### src/hw/rtl/hc_transpose_read_address_gen_defines.svh
// Assertion macros used by the transpose read-address generator datapath.
`ifndef HC_TRANSPOSE_READ_ADDRESS_GEN_DEFINES_SVH
`define HC_TRANSPOSE_READ_ADDRESS_GEN_DEFINES_SVH

// Clocked check, masked while reset is asserted.
`define HC_TP_ASSERT_CLK(lbl, clk, rstn, prop, msg) \
    lbl: assert property (@(posedge clk) disable iff (!rstn) prop) else $error(msg);

// Clocked check that also applies during reset.
`define HC_TP_ASSERT_ALWAYS(lbl, clk, prop, msg) \
    lbl: assert property (@(posedge clk) prop) else $error(msg);

`endif

### src/hw/rtl/hc_tp_pkg.sv
`timescale 1ns / 1ps
package hc_tp_pkg;

    localparam int LINES       = 64;
    localparam int LINE_W      = 6;
    localparam int LINE_BYTES  = 32;
    localparam int PAGE_SHIFT  = 11;
    localparam int PAGE_OFF_W  = 11;
    localparam int PAGE_IDX_W  = 21;
    localparam int DIV_W       = 24;   // widest divisor: chan_tiles * width_tiles
    localparam int OPND_W      = 32;
    localparam int CNT_W       = 11;
    localparam int APB_ADDR_W  = 5;
    localparam int APB_DATA_W  = 32;
    localparam int REG_IDX_W   = 3;

    localparam logic [REG_IDX_W-1:0] REG_WIDTH_TILES = 3'd0;
    localparam logic [REG_IDX_W-1:0] REG_CHAN_TILES  = 3'd1;
    localparam logic [REG_IDX_W-1:0] REG_HEIGHT_ROWS = 3'd2;
    localparam logic [REG_IDX_W-1:0] REG_PLANE_ELEMS = 3'd3;
    localparam logic [REG_IDX_W-1:0] REG_BATCH_ELEMS = 3'd4;
    localparam logic [REG_IDX_W-1:0] REG_START_TILE  = 3'd5;

    typedef struct packed {
        logic [11:0] width_tiles;
        logic [11:0] chan_tiles;
        logic [15:0] height_rows;
        logic [30:0] plane_elems;
        logic [30:0] batch_elems;
        logic [31:0] start_tile;
    } cfg_t;

    // reposition jobs, run in this order on the shared divide/multiply unit
    typedef enum logic [2:0] {
        JOB_TILES = 3'd0,   // start_tile / (CT*WT)
        JOB_H     = 3'd1,   // quotient % H -> row index
        JOB_W     = 3'd2,   // start_tile / WT, remainder -> col tile
        JOB_C     = 3'd3,   // quotient % CT -> chan tile
        JOB_CHOFF = 3'd4,   // chan tile * channel stride
        JOB_B     = 3'd5,   // start_tile / (batch_elems >> 10)
        JOB_BOFF  = 3'd6    // quotient * batch stride
    } job_t;

    typedef enum logic {
        AR_DIV = 1'b0,
        AR_MUL = 1'b1
    } ar_op_t;

    typedef struct packed {
        logic capture;
        logic ar_go;
        logic ar_store;
        job_t job;
        logic prep_a;
        logic prep_b;
        logic emit;
        logic advance;
    } dp_cmd_t;

    typedef struct packed {
        logic ar_done;
        logic out_free;
        logic last_line;
    } dp_status_t;

endpackage

### src/hw/rtl/hc_tp_arith.sv
`timescale 1ns / 1ps
module hc_tp_arith #(
    parameter int ADDR_BITS = 32
) (
    input  logic                          aclk,
    input  logic                          aresetn,
    input  logic                          start_i,
    input  hc_tp_pkg::ar_op_t             op_i,
    input  logic [hc_tp_pkg::OPND_W-1:0]  opnd_i,
    input  logic [hc_tp_pkg::DIV_W-1:0]   divisor_i,
    input  logic [ADDR_BITS-1:0]          mcand_i,
    output logic                          busy_o,
    output logic                          done_o,
    output logic [hc_tp_pkg::OPND_W-1:0]  quo_o,
    output logic [hc_tp_pkg::DIV_W-1:0]   rem_o,
    output logic [ADDR_BITS-1:0]          prod_o
);

    localparam int OW     = hc_tp_pkg::OPND_W;
    localparam int DW     = hc_tp_pkg::DIV_W;
    localparam int STEP_W = $clog2(OW);

    logic              busy_reg;
    logic              done_reg;
    logic [STEP_W-1:0] step_reg;
    hc_tp_pkg::ar_op_t op_reg;
    logic              zero_reg;
    logic [OW-1:0]     q_reg;
    logic [DW-1:0]     r_reg;
    logic [DW-1:0]     dvsr_reg;
    logic [ADDR_BITS-1:0] mcand_reg;
    logic [ADDR_BITS-1:0] acc_reg;

    logic [DW:0]          shifted;
    logic                 ge;
    logic [DW-1:0]        r_next;
    logic [ADDR_BITS-1:0] acc_next;

    // restoring divide one quotient bit per step; MSB-first shift-add multiply
    always_comb begin
        shifted  = {r_reg, q_reg[OW-1]};
        ge       = (shifted >= {1'b0, dvsr_reg});
        r_next   = ge ? DW'(shifted - {1'b0, dvsr_reg}) : shifted[DW-1:0];
        acc_next = {acc_reg[ADDR_BITS-2:0], 1'b0} + (q_reg[OW-1] ? mcand_reg : '0);
    end

    always_ff @(posedge aclk) begin
        if (!aresetn) begin
            busy_reg <= 1'b0;
            done_reg <= 1'b0;
            step_reg <= '0;
        end else begin
            done_reg <= 1'b0;
            if (start_i) begin
                busy_reg <= 1'b1;
                step_reg <= '0;
            end else if (busy_reg) begin
                step_reg <= step_reg + 1'b1;
                if (step_reg == STEP_W'(OW - 1)) begin
                    busy_reg <= 1'b0;
                    done_reg <= 1'b1;
                end
            end
        end
    end

    always_ff @(posedge aclk) begin
        if (start_i) begin
            op_reg    <= op_i;
            zero_reg  <= (divisor_i == '0);
            q_reg     <= opnd_i;
            r_reg     <= '0;
            dvsr_reg  <= divisor_i;
            mcand_reg <= mcand_i;
            acc_reg   <= '0;
        end else if (busy_reg) begin
            if (op_reg == hc_tp_pkg::AR_DIV) begin
                q_reg <= {q_reg[OW-2:0], ge};
                r_reg <= r_next;
            end else begin
                q_reg   <= {q_reg[OW-2:0], 1'b0};
                acc_reg <= acc_next;
            end
        end
    end

    // division by zero reads back as zero quotient and remainder
    assign busy_o = busy_reg;
    assign done_o = done_reg;
    assign quo_o  = zero_reg ? '0 : q_reg;
    assign rem_o  = zero_reg ? '0 : r_reg;
    assign prod_o = acc_reg;

endmodule

### src/hw/rtl/hc_tp_datapath.sv
`timescale 1ns / 1ps
`include "hc_transpose_read_address_gen_defines.svh"
module hc_tp_datapath #(
    parameter int ADDR_BITS = 32
) (
    input  logic                  aclk,
    input  logic                  aresetn,
    input  hc_tp_pkg::cfg_t       cfg_i,
    input  logic [31:0]           dest_base_i,
    input  hc_tp_pkg::dp_cmd_t    cmd_i,
    output hc_tp_pkg::dp_status_t st_o,
    output logic                  m_tvalid,
    input  logic                  m_tready,
    output logic [63:0]           m_tdata,
    output logic                  m_tlast
);

    localparam int AW    = ADDR_BITS;
    localparam int OW    = hc_tp_pkg::OPND_W;
    localparam int DW    = hc_tp_pkg::DIV_W;
    localparam int CW    = hc_tp_pkg::CNT_W;
    localparam int LW    = hc_tp_pkg::LINE_W;
    localparam int EXT_W = (ADDR_BITS > 32) ? ADDR_BITS : 32;

    // architectural tile position
    logic [15:0]   row_index_reg;
    logic [CW-1:0] col_tile_reg;
    logic [CW-1:0] chan_tile_reg;
    logic [AW-1:0] row_tile_base_reg;
    logic [AW-1:0] chan_offset_reg;
    logic [AW-1:0] batch_offset_reg;

    logic [OW-1:0] opnd_reg;
    logic [AW-1:0] sum_reg;
    logic [AW-1:0] tile_reg;
    logic [AW-1:0] base_reg;
    logic [AW-1:0] run_reg;
    logic [AW-1:0] run_next;
    logic [31:0]   dest_cnt_reg;
    logic [LW-1:0] line_reg;
    logic          m_tvalid_reg;
    logic [63:0]   m_tdata_reg;
    logic          m_tlast_reg;

    logic [AW-1:0] plane2, plane2_x16, plane2_x32, batch2;
    logic [23:0]   tiles_prod;
    logic [22:0]   rtb_prod;
    logic [10:0]   h_off;
    logic [1:0]    nsub;
    logic [AW-1:0] quad_off;
    logic [EXT_W-1:0] src_ext;
    logic          last_line;
    logic          out_load;
    logic [11:0]   col_inc;
    logic [11:0]   chan_inc;
    logic [16:0]   row_inc;

    hc_tp_pkg::ar_op_t ar_op;
    logic [OW-1:0] ar_opnd;
    logic [DW-1:0] ar_divisor;
    logic [AW-1:0] ar_mcand;
    logic          ar_busy;
    logic          ar_done;
    logic [OW-1:0] ar_quo;
    logic [DW-1:0] ar_rem;
    logic [AW-1:0] ar_prod;

    always_comb begin
        plane2     = AW'({cfg_i.plane_elems, 1'b0});
        batch2     = AW'({cfg_i.batch_elems, 1'b0});
        plane2_x16 = AW'({plane2, 4'b0});
        plane2_x32 = AW'({plane2, 5'b0});
        tiles_prod = 24'(cfg_i.width_tiles) * 24'(cfg_i.chan_tiles);
        rtb_prod   = 23'(ar_rem[15:5]) * 23'(cfg_i.width_tiles);
        // (h%32 >> 4) << 10 and (h%16) << 5 share no bits
        h_off      = {row_index_reg[4], 1'b0, row_index_reg[3:0], 5'b0};
        last_line  = (line_reg == LW'(hc_tp_pkg::LINES - 1));
        out_load   = cmd_i.emit;
        src_ext    = EXT_W'(run_reg);
        col_inc    = {1'b0, col_tile_reg} + 12'd1;
        chan_inc   = {1'b0, chan_tile_reg} + 12'd1;
        row_inc    = {1'b0, row_index_reg} + 17'd1;
    end

    // next quadrant: 0 1 / 2 3, right half +512 bytes, lower half +16 channels
    always_comb begin
        nsub     = line_reg[LW-1:LW-2] + 2'd1;
        quad_off = (nsub[1] ? plane2_x16 : '0) + (nsub[0] ? AW'(512) : '0);
        if (line_reg[3:0] != 4'hF) begin
            run_next = run_reg + plane2;
        end else begin
            run_next = base_reg + quad_off;
        end
    end

    always_comb begin
        ar_op      = hc_tp_pkg::AR_DIV;
        ar_opnd    = '0;
        ar_divisor = '0;
        ar_mcand   = '0;
        case (cmd_i.job)
            hc_tp_pkg::JOB_TILES: begin
                ar_opnd    = cfg_i.start_tile;
                ar_divisor = tiles_prod;
            end
            hc_tp_pkg::JOB_H: begin
                ar_opnd    = opnd_reg;
                ar_divisor = DW'(cfg_i.height_rows);
            end
            hc_tp_pkg::JOB_W: begin
                ar_opnd    = cfg_i.start_tile;
                ar_divisor = DW'(cfg_i.width_tiles);
            end
            hc_tp_pkg::JOB_C: begin
                ar_opnd    = opnd_reg;
                ar_divisor = DW'(cfg_i.chan_tiles);
            end
            hc_tp_pkg::JOB_CHOFF: begin
                ar_op    = hc_tp_pkg::AR_MUL;
                ar_opnd  = OW'(chan_tile_reg);
                ar_mcand = plane2_x32;
            end
            hc_tp_pkg::JOB_B: begin
                ar_opnd    = cfg_i.start_tile;
                ar_divisor = DW'(cfg_i.batch_elems[30:10]);
            end
            hc_tp_pkg::JOB_BOFF: begin
                ar_op    = hc_tp_pkg::AR_MUL;
                ar_opnd  = opnd_reg;
                ar_mcand = batch2;
            end
            default: begin
                ar_op = hc_tp_pkg::AR_DIV;
            end
        endcase
    end

    hc_tp_arith #(
        .ADDR_BITS (ADDR_BITS)
    ) u_arith (
        .aclk      (aclk),
        .aresetn   (aresetn),
        .start_i   (cmd_i.ar_go),
        .op_i      (ar_op),
        .opnd_i    (ar_opnd),
        .divisor_i (ar_divisor),
        .mcand_i   (ar_mcand),
        .busy_o    (ar_busy),
        .done_o    (ar_done),
        .quo_o     (ar_quo),
        .rem_o     (ar_rem),
        .prod_o    (ar_prod)
    );

    always_ff @(posedge aclk) begin
        if (!aresetn) begin
            row_index_reg     <= '0;
            col_tile_reg      <= '0;
            chan_tile_reg     <= '0;
            row_tile_base_reg <= '0;
            chan_offset_reg   <= '0;
            batch_offset_reg  <= '0;
        end else if (cmd_i.ar_store) begin
            case (cmd_i.job)
                hc_tp_pkg::JOB_H: begin
                    row_index_reg     <= ar_rem[15:0];
                    row_tile_base_reg <= AW'(rtb_prod);
                end
                hc_tp_pkg::JOB_W:     col_tile_reg     <= ar_rem[CW-1:0];
                hc_tp_pkg::JOB_C:     chan_tile_reg    <= ar_rem[CW-1:0];
                hc_tp_pkg::JOB_CHOFF: chan_offset_reg  <= ar_prod;
                hc_tp_pkg::JOB_BOFF:  batch_offset_reg <= ar_prod;
                default: begin
                end
            endcase
        end else if (cmd_i.advance) begin
            // col, then chan, then row; carry taken only on an exact match
            if (col_inc == cfg_i.width_tiles) begin
                col_tile_reg <= '0;
                if (chan_inc == cfg_i.chan_tiles) begin
                    chan_tile_reg   <= '0;
                    chan_offset_reg <= '0;
                    if (row_inc == {1'b0, cfg_i.height_rows}) begin
                        batch_offset_reg  <= batch_offset_reg + batch2;
                        row_index_reg     <= '0;
                        row_tile_base_reg <= '0;
                    end else begin
                        row_index_reg <= row_inc[15:0];
                        if (row_index_reg[4:0] == 5'd31) begin
                            row_tile_base_reg <= row_tile_base_reg + AW'(cfg_i.width_tiles);
                        end
                    end
                end else begin
                    chan_tile_reg   <= chan_inc[CW-1:0];
                    chan_offset_reg <= chan_offset_reg + plane2_x32;
                end
            end else begin
                col_tile_reg <= col_inc[CW-1:0];
            end
        end
    end

    always_ff @(posedge aclk) begin
        if (cmd_i.ar_store && (cmd_i.job == hc_tp_pkg::JOB_TILES ||
                               cmd_i.job == hc_tp_pkg::JOB_W ||
                               cmd_i.job == hc_tp_pkg::JOB_B)) begin
            opnd_reg <= ar_quo;
        end
        if (cmd_i.prep_a) begin
            sum_reg  <= batch_offset_reg + chan_offset_reg;
            tile_reg <= row_tile_base_reg + AW'(col_tile_reg);
        end
        if (cmd_i.prep_b) begin
            base_reg <= sum_reg + AW'({tile_reg, 11'b0}) + AW'(h_off);
            run_reg  <= sum_reg + AW'({tile_reg, 11'b0}) + AW'(h_off);
        end else if (out_load) begin
            run_reg <= run_next;
        end
        if (cmd_i.capture) begin
            dest_cnt_reg <= dest_base_i;
        end else if (out_load) begin
            dest_cnt_reg <= dest_cnt_reg + 32'(hc_tp_pkg::LINE_BYTES);
        end
        if (out_load) begin
            m_tdata_reg <= {dest_cnt_reg, src_ext[10:0], src_ext[31:11]};
            m_tlast_reg <= last_line;
        end
    end

    always_ff @(posedge aclk) begin
        if (!aresetn) begin
            line_reg     <= '0;
            m_tvalid_reg <= 1'b0;
        end else begin
            if (cmd_i.capture) begin
                line_reg <= '0;
            end else if (out_load) begin
                line_reg <= line_reg + 1'b1;
            end
            if (out_load) begin
                m_tvalid_reg <= 1'b1;
            end else if (m_tready) begin
                m_tvalid_reg <= 1'b0;
            end
        end
    end

    assign st_o.ar_done   = ar_done;
    assign st_o.out_free  = !m_tvalid_reg || m_tready;
    assign st_o.last_line = last_line;
    assign m_tvalid = m_tvalid_reg;
    assign m_tdata  = m_tdata_reg;
    assign m_tlast  = m_tlast_reg;

    `HC_TP_ASSERT_CLK(a_ar_no_restart, aclk, aresetn, cmd_i.ar_go |-> !ar_busy, "arith unit restarted while busy")
    `HC_TP_ASSERT_CLK(a_hold_while_stalled, aclk, aresetn, m_tvalid && !m_tready |=> m_tvalid && $stable(m_tdata), "beat changed while stalled")
    `HC_TP_ASSERT_CLK(a_capture_pending_last, aclk, aresetn, cmd_i.capture |-> !m_tvalid || m_tlast, "new tile taken with old tile beats pending")
    `HC_TP_ASSERT_ALWAYS(a_reset_clears_out, aclk, !aresetn |=> !m_tvalid, "output valid after reset")

endmodule

### src/hw/rtl/hc_tp_ctrl.sv
`timescale 1ns / 1ps
module hc_tp_ctrl (
    input  logic                  aclk,
    input  logic                  aresetn,
    input  logic                  s_tvalid,
    input  logic                  s_tuser,
    output logic                  s_tready,
    output hc_tp_pkg::dp_cmd_t    cmd_o,
    input  hc_tp_pkg::dp_status_t st_i
);

    typedef enum logic [5:0] {
        S_IDLE   = 6'b000001,
        S_LAUNCH = 6'b000010,
        S_WAIT   = 6'b000100,
        S_PREP_A = 6'b001000,
        S_PREP_B = 6'b010000,
        S_EMIT   = 6'b100000
    } state_t;

    state_t            state_reg, state_next;
    hc_tp_pkg::job_t   job_reg, job_next;

    always_comb begin
        state_next = state_reg;
        job_next   = job_reg;
        cmd_o      = '0;
        cmd_o.job  = job_reg;
        unique case (state_reg)
            S_IDLE: begin
                if (s_tvalid) begin
                    cmd_o.capture = 1'b1;
                    if (s_tuser) begin
                        job_next   = hc_tp_pkg::JOB_TILES;
                        state_next = S_LAUNCH;
                    end else begin
                        state_next = S_PREP_A;
                    end
                end
            end
            S_LAUNCH: begin
                cmd_o.ar_go = 1'b1;
                state_next  = S_WAIT;
            end
            S_WAIT: begin
                if (st_i.ar_done) begin
                    cmd_o.ar_store = 1'b1;
                    if (job_reg == hc_tp_pkg::JOB_BOFF) begin
                        state_next = S_PREP_A;
                    end else begin
                        job_next   = hc_tp_pkg::job_t'(job_reg + 3'd1);
                        state_next = S_LAUNCH;
                    end
                end
            end
            S_PREP_A: begin
                cmd_o.prep_a = 1'b1;
                state_next   = S_PREP_B;
            end
            S_PREP_B: begin
                cmd_o.prep_b = 1'b1;
                state_next   = S_EMIT;
            end
            S_EMIT: begin
                if (st_i.out_free) begin
                    cmd_o.emit = 1'b1;
                    if (st_i.last_line) begin
                        cmd_o.advance = 1'b1;
                        state_next    = S_IDLE;
                    end
                end
            end
            default: begin
                state_next = S_IDLE;
            end
        endcase
    end

    always_ff @(posedge aclk) begin
        if (!aresetn) begin
            state_reg <= S_IDLE;
            job_reg   <= hc_tp_pkg::JOB_TILES;
        end else begin
            state_reg <= state_next;
            job_reg   <= job_next;
        end
    end

    assign s_tready = (state_reg == S_IDLE);

endmodule

### src/hw/rtl/hc_transpose_read_address_gen.sv
`timescale 1ns / 1ps
// Each accepted tile request gives 64 line-read beats, one per cycle while m_tready is high.
// Next-tile request: accept, base-address adds in PREP_A and PREP_B, then 64 line beats
// from the output register; no new request is taken until the last beat is loaded.
// Reposition request first runs seven jobs in turn on the shared 32-step divide/multiply unit.
// aresetn (synchronous, active low) restores register defaults and zeroes counters and offsets.
module hc_transpose_read_address_gen #(
    parameter int ADDR_BITS = 32
) (
    input  logic                              aclk,
    input  logic                              aresetn,
    input  logic                              psel,
    input  logic                              penable,
    input  logic                              pwrite,
    input  logic [hc_tp_pkg::APB_ADDR_W-1:0]  paddr,
    input  logic [hc_tp_pkg::APB_DATA_W-1:0]  pwdata,
    output logic [hc_tp_pkg::APB_DATA_W-1:0]  prdata,
    output logic                              pready,
    input  logic                              s_tvalid,
    output logic                              s_tready,
    input  logic [31:0]                       s_tdata,   // [31:0] dest_base
    input  logic                              s_tuser,   // [0] cmd
    output logic                              m_tvalid,
    input  logic                              m_tready,
    output logic [63:0]                       m_tdata,   // [20:0] page_index,
                                                         // [31:21] page_offset,
                                                         // [63:32] dest_addr
    output logic                              m_tlast    // last line of the tile
);

    localparam int DWD = hc_tp_pkg::APB_DATA_W;

    hc_tp_pkg::cfg_t       cfg_reg;
    hc_tp_pkg::dp_cmd_t    dp_cmd;
    hc_tp_pkg::dp_status_t dp_st;

    logic [hc_tp_pkg::REG_IDX_W-1:0] reg_idx;
    logic                            wr_en;

    assign reg_idx = paddr[hc_tp_pkg::APB_ADDR_W-1:2];
    assign pready  = 1'b1;
    assign wr_en   = psel && penable && pwrite && pready;

    always_ff @(posedge aclk) begin
        if (!aresetn) begin
            cfg_reg.width_tiles <= 12'd1;
            cfg_reg.chan_tiles  <= 12'd1;
            cfg_reg.height_rows <= 16'd32;
            cfg_reg.plane_elems <= 31'd1024;
            cfg_reg.batch_elems <= 31'd1024;
            cfg_reg.start_tile  <= 32'd0;
        end else if (wr_en) begin
            unique case (reg_idx)
                hc_tp_pkg::REG_WIDTH_TILES: cfg_reg.width_tiles <= pwdata[11:0];
                hc_tp_pkg::REG_CHAN_TILES:  cfg_reg.chan_tiles  <= pwdata[11:0];
                hc_tp_pkg::REG_HEIGHT_ROWS: cfg_reg.height_rows <= pwdata[15:0];
                hc_tp_pkg::REG_PLANE_ELEMS: cfg_reg.plane_elems <= pwdata[30:0];
                hc_tp_pkg::REG_BATCH_ELEMS: cfg_reg.batch_elems <= pwdata[30:0];
                hc_tp_pkg::REG_START_TILE:  cfg_reg.start_tile  <= pwdata;
                default: begin
                end
            endcase
        end
    end

    always_comb begin
        unique case (reg_idx)
            hc_tp_pkg::REG_WIDTH_TILES: prdata = DWD'(cfg_reg.width_tiles);
            hc_tp_pkg::REG_CHAN_TILES:  prdata = DWD'(cfg_reg.chan_tiles);
            hc_tp_pkg::REG_HEIGHT_ROWS: prdata = DWD'(cfg_reg.height_rows);
            hc_tp_pkg::REG_PLANE_ELEMS: prdata = DWD'(cfg_reg.plane_elems);
            hc_tp_pkg::REG_BATCH_ELEMS: prdata = DWD'(cfg_reg.batch_elems);
            hc_tp_pkg::REG_START_TILE:  prdata = cfg_reg.start_tile;
            default:                    prdata = '0;
        endcase
    end

    hc_tp_ctrl u_ctrl (
        .aclk     (aclk),
        .aresetn  (aresetn),
        .s_tvalid (s_tvalid),
        .s_tuser  (s_tuser),
        .s_tready (s_tready),
        .cmd_o    (dp_cmd),
        .st_i     (dp_st)
    );

    hc_tp_datapath #(
        .ADDR_BITS (ADDR_BITS)
    ) u_datapath (
        .aclk        (aclk),
        .aresetn     (aresetn),
        .cfg_i       (cfg_reg),
        .dest_base_i (s_tdata),
        .cmd_i       (dp_cmd),
        .st_o        (dp_st),
        .m_tvalid    (m_tvalid),
        .m_tready    (m_tready),
        .m_tdata     (m_tdata),
        .m_tlast     (m_tlast)
    );

endmodule

### config.mk
export PLATFORM = sky130hd
export DESIGN_NAME = hc_transpose_read_address_gen
export DESIGN_NICKNAME = d
export VERILOG_FILES = /design/src/hw/rtl/hc_tp_pkg.sv /design/src/hw/rtl/hc_tp_arith.sv /design/src/hw/rtl/hc_tp_datapath.sv /design/src/hw/rtl/hc_tp_ctrl.sv /design/src/hw/rtl/hc_transpose_read_address_gen.sv
export VERILOG_INCLUDE_DIRS = /design/src /design/src/hw/rtl
export SDC_FILE = /design/constraint.sdc
export NUM_CORES = 2
export LEC_CHECK = 0
export BUFFER_PORTS_ARGS = -buffer_cell sky130_fd_sc_hd__buf_2
export CAP_MARGIN = 5
export CORE_MARGIN = 3
export CORE_UTILIZATION = 30
export CTS_CLUSTER_DIAMETER = 40
export DETAILED_ROUTE_END_ITERATION = 7
export SKIP_CTS_REPAIR_TIMING = 1
export SLEW_MARGIN = 20
export SYNTH_ARGS = -nofsm -noshare
export SYNTH_HDL_FRONTEND = slang
export SYNTH_SLANG_ARGS = --single-unit
### constraint.sdc
create_clock -name aclk -period 7.4 [get_ports aclk]
set_clock_uncertainty 0.2 [all_clocks]
set_input_delay 1.85 -clock aclk [delete_from_list [all_inputs] [get_ports aclk]]
set_output_delay 1.85 -clock aclk [all_outputs]
set_load 0.05 [all_outputs]
==> run_results.csv <==
group,metric,value,unit
hold_path,hold_path_class,"reg2reg",
cts,max-clock-path-buffers,3,
drt,drt_first_pass_iters,8,
worst_setup_path,end_kind,"flip-flop",
cells_and_area,largest_register_ffs,134,
run_status,violations,"DRC",
cts,cts_root_buf,"clkbuf_16",
synthesis,ys_top_cells_by_area,"edfxtp_1 (20%), dfxtp_1 (13%), ha_1 (10%), fa_1 (8.0%), nand2_1 (6.3%)",
sta,period_share,90.15,%
synthesis,syn_nets,6271,
cts,clk_latency,720,ps
floorplanning,ios,177,
synthesis,synth_area_leader_cell,"edfxtp_1",
power,combPwrFrac,17.9,%
floorplanning,coreArea,163300,um2
global_routing,grt_pass1_wl,239900,um
floorplanning,num_rows,148,
cells_and_area,fin_area,56580,um2
cts,cts.clk_slew.worst_paths,60,ps
floorplanning,die_w,412.2,um
global_routing,grt_overflow_total,0,
floorplanning,dieArea,169900,um2
place,dp_hpwl,119800,um
worst_setup_path,regToRegSetupSlack,730,ps
hold_path,hold_depth,0,
drt,ant_nets,0,
power,swShare,30.70,%
cts,clock_sinks,664,
sta,tns,0,ps
power,sequentialPowerShare,37.5,%
power,clkPwrFrac,44.6,%
global_routing,track_usage,18.11,%
power,switchingPower,3726,uW
drt,routed_wl,157600,um
cells_and_area,area_growth,14.31,%
place,dpl_cell_area,52620,um2
synthesis,synth.top_cell.area_share,20.08,%
place,place_worst_setup_slack,863.0,ps
cts,numCtsBuffers,113,
cells_and_area,seqCellArea,16610,um2
place,port_buffers,172,
cells_and_area,final_nets,6356,
sta,slew_headroom,34.55,%
power,p_int,8412,uW
synthesis,ys_ff_latch,664,
synthesis,syn-cell-area,49500,um2
sta,final-setup-viol-count,0,
cts,cts_tree,"yes",
drt,first_iter_violations,3922,
sta,clock.fmax,0.1499,GHz
sta,layout_setup_ws,728.8,ps
synthesis,synth_ff_type,"dfxtp_1",
power,ir_drop,268.6,uV
floorplanning,die_height,412.2,um
synthesis,ys_seq_area_share,33.55,%
synthesis,avgSynthCellArea,8.835,um2
sta,slew_violations,0,
cells_and_area,multiInputGateArea,30400,um2
synthesis,yosys_warnings,0,
sta,worstMarginPinSlew,981.7,ps
worst_setup_path,path_max_fanout,15,
global_routing,first_global_vias,39910,
global_routing,grt_max_degree,71,
cells_and_area,final_layout_size_suffix_gt1_share,9.437,%
drt,wl_per_cell,19.78,um
cells_and_area,fillCellCount,16670,
sta,period_needed,6671,ps
floorplanning,start_util,30.31,%
worst_setup_path,required,7720,ps
drt,vias,41790,
power,power-per-cell-area,214.5,nW/um2
run,maxCapViolCount,0,
power,p_leak,0.02368,uW
drt,routed_via_density,5.245,
worst_setup_path,worstRegToRegCells,19,
global_routing,antenna_found_initial,20,
worst_setup_path,critPathArrivalTime,6990,ps
place,gp_congestion,0.9298,
run_status,outcome,"complete, but fails checks",
synthesis,async_flop_share,0,%
worst_setup_path,path_class,"reg2reg",
worst_setup_path,startpoint_type,"flip-flop",
sta,hold_violations,0,
cts,htreeDepth,3,
drt,drcViolationCount,7,
synthesis,synth.distinct_cells,89,
synthesis,syn-instance-count,5602,
synthesis,synth_edf_count,331,
sta,grt_setup_unrepaired,"false",
-- final cells by class --
| class | instances | area share [%] |
|---|---|---|
| Timing Repair Buffer | 266 | 2.782 |
| Clock buffer | 124 | 5.237 |
| Inverter | 354 | 2.360 |
| Sequential cell | 664 | 29.35 |
| Multi-Input combinational cell | 4288 | 53.73 |
| Tap cell | 2175 | 4.810 |
| Clock inverter | 90 | 1.707 |
| Antenna cell | 6 | 0.02654 |
-- placed cells by master, fill, tap and decap left out, types with 19 or more instances in the layout --
| cell | netlist | layout |
|---|---|---|
| o211ai_1 | 32 | 32 |
| a22oi_1 | 52 | 52 |
| nand3_1 | 91 | 90 |
| dfxtp_1 | 333 | 333 |
| a22o_1 | 28 | 28 |
| o31ai_1 | 24 | 24 |
| clkbuf_16 | 0 | 116 |
| o21bai_1 | 21 | 21 |
| buf_4 | 5 | 93 |
| o22ai_1 | 28 | 28 |
| nor2_1 | 333 | 329 |
| a31oi_1 | 52 | 52 |
| nor3_1 | 69 | 69 |
| nand2_1 | 837 | 837 |
| edfxtp_1 | 331 | 331 |
| inv_1 | 351 | 348 |
| a21o_1 | 113 | 113 |
| buf_2 | 22 | 172 |
| a222oi_1 | 19 | 19 |
| inv_6 | 0 | 24 |
| or2_2 | 21 | 21 |
| fa_1 | 197 | 197 |
| o21a_1 | 50 | 50 |
| a211oi_1 | 46 | 46 |
| xor2_1 | 115 | 115 |
| a311oi_1 | 21 | 21 |
| nand4_1 | 28 | 28 |
| a21oi_1 | 440 | 439 |
| nor2b_1 | 91 | 89 |
| and3_1 | 63 | 63 |
| xnor2_1 | 216 | 216 |
| and2_1 | 178 | 177 |
| or3_1 | 31 | 31 |
| mux2i_1 | 86 | 86 |
| nand2b_1 | 42 | 42 |
| o21ai_0 | 332 | 332 |
| ha_1 | 395 | 395 |
-- power groups by stage --
stage | registers, uW | clock network, uW | logic, uW
finish | 4550 | 5410 | 2170
CTS | 4550 | 5510 | 2160
floorplan | 4500 | 0 | 1630
global placement | 4610 | 0 | 2110
global route | 4590 | 5690 | 2420
detailed placement | 4630 | 0 | 2140
-- worst paths after layout --
check                                   from                     endpoint
setup / recovery                cfg_reg[127]  u_datapath.u_arith.zero_reg
hold / removal    u_datapath.dest_cnt_reg[1]       u_datapath.m_tdata[33]
setup reg to reg                cfg_reg[127]  u_datapath.u_arith.zero_reg
hold reg to reg   u_datapath.dest_cnt_reg[1]       u_datapath.m_tdata[33]
-- worst max-delay path, stage by stage (launching register included) --
cell	delay (ps)
dfxtp_1	900
nand2_1	190
fa_1	620
fa_1	440
fa_1	500
inv_1	60
fa_1	540
inv_1	60
fa_1	540
inv_1	40
ha_1	240
or3_1	320
a211oi_1	480
nor2_1	120
xnor2_1	190
o22ai_1	130
or3_1	430
nor4_1	200
nand4b_1	150
nor4_2	140
-- kinds of logic after synthesis --
kind of cell               count (synthesis)  synth area share, %
muxes                                    104                2.194
and+or+nand+nor                         1859                17.53
other                                      2              0.01517
adders and majority gates                592                17.95
buffers and inverters                    650                5.121
DFF                                      664                33.55
xor gates and xnor gates                 331                5.857
AOI/OAI and AO/OA                       1400                17.78
-- through the flow --
step	hold WS [ps]	cells	total power (uW)	util (%)
floorplan	200.3	5602	6138	-
detailed placement	205.4	7746	6771	32.22
global placement	202.4	7746	6722	32.22
finish	220.8	7967	12140	34.64
global route	232.8	7964	12700	34.64
CTS	223.9	7960	12220	34.62
-- synth_stat cells, types with 178 or more instances --
cell type and instances:
ha_1 395, a21oi_1 440, nand2_1 837, fa_1 197, nor2_1 333, edfxtp_1 331
and2_1 178, o21ai_0 332, dfxtp_1 333, xnor2_1 216, inv_1 351, clkbuf_1 246
-- per-layer routing --
layer | up-vias | track usage (%) | wire (um)
li1 | 19860 | - | -
met1 | 20100 | 25.50 | 71980
met2 | 1493 | 27.10 | 66350
met3 | 328 | 3.050 | 11590
met4 | 10 | 7.995 | 7604
met5 | - | 0 | 72
No activity file was read; power rests on OpenSTA's default activity.
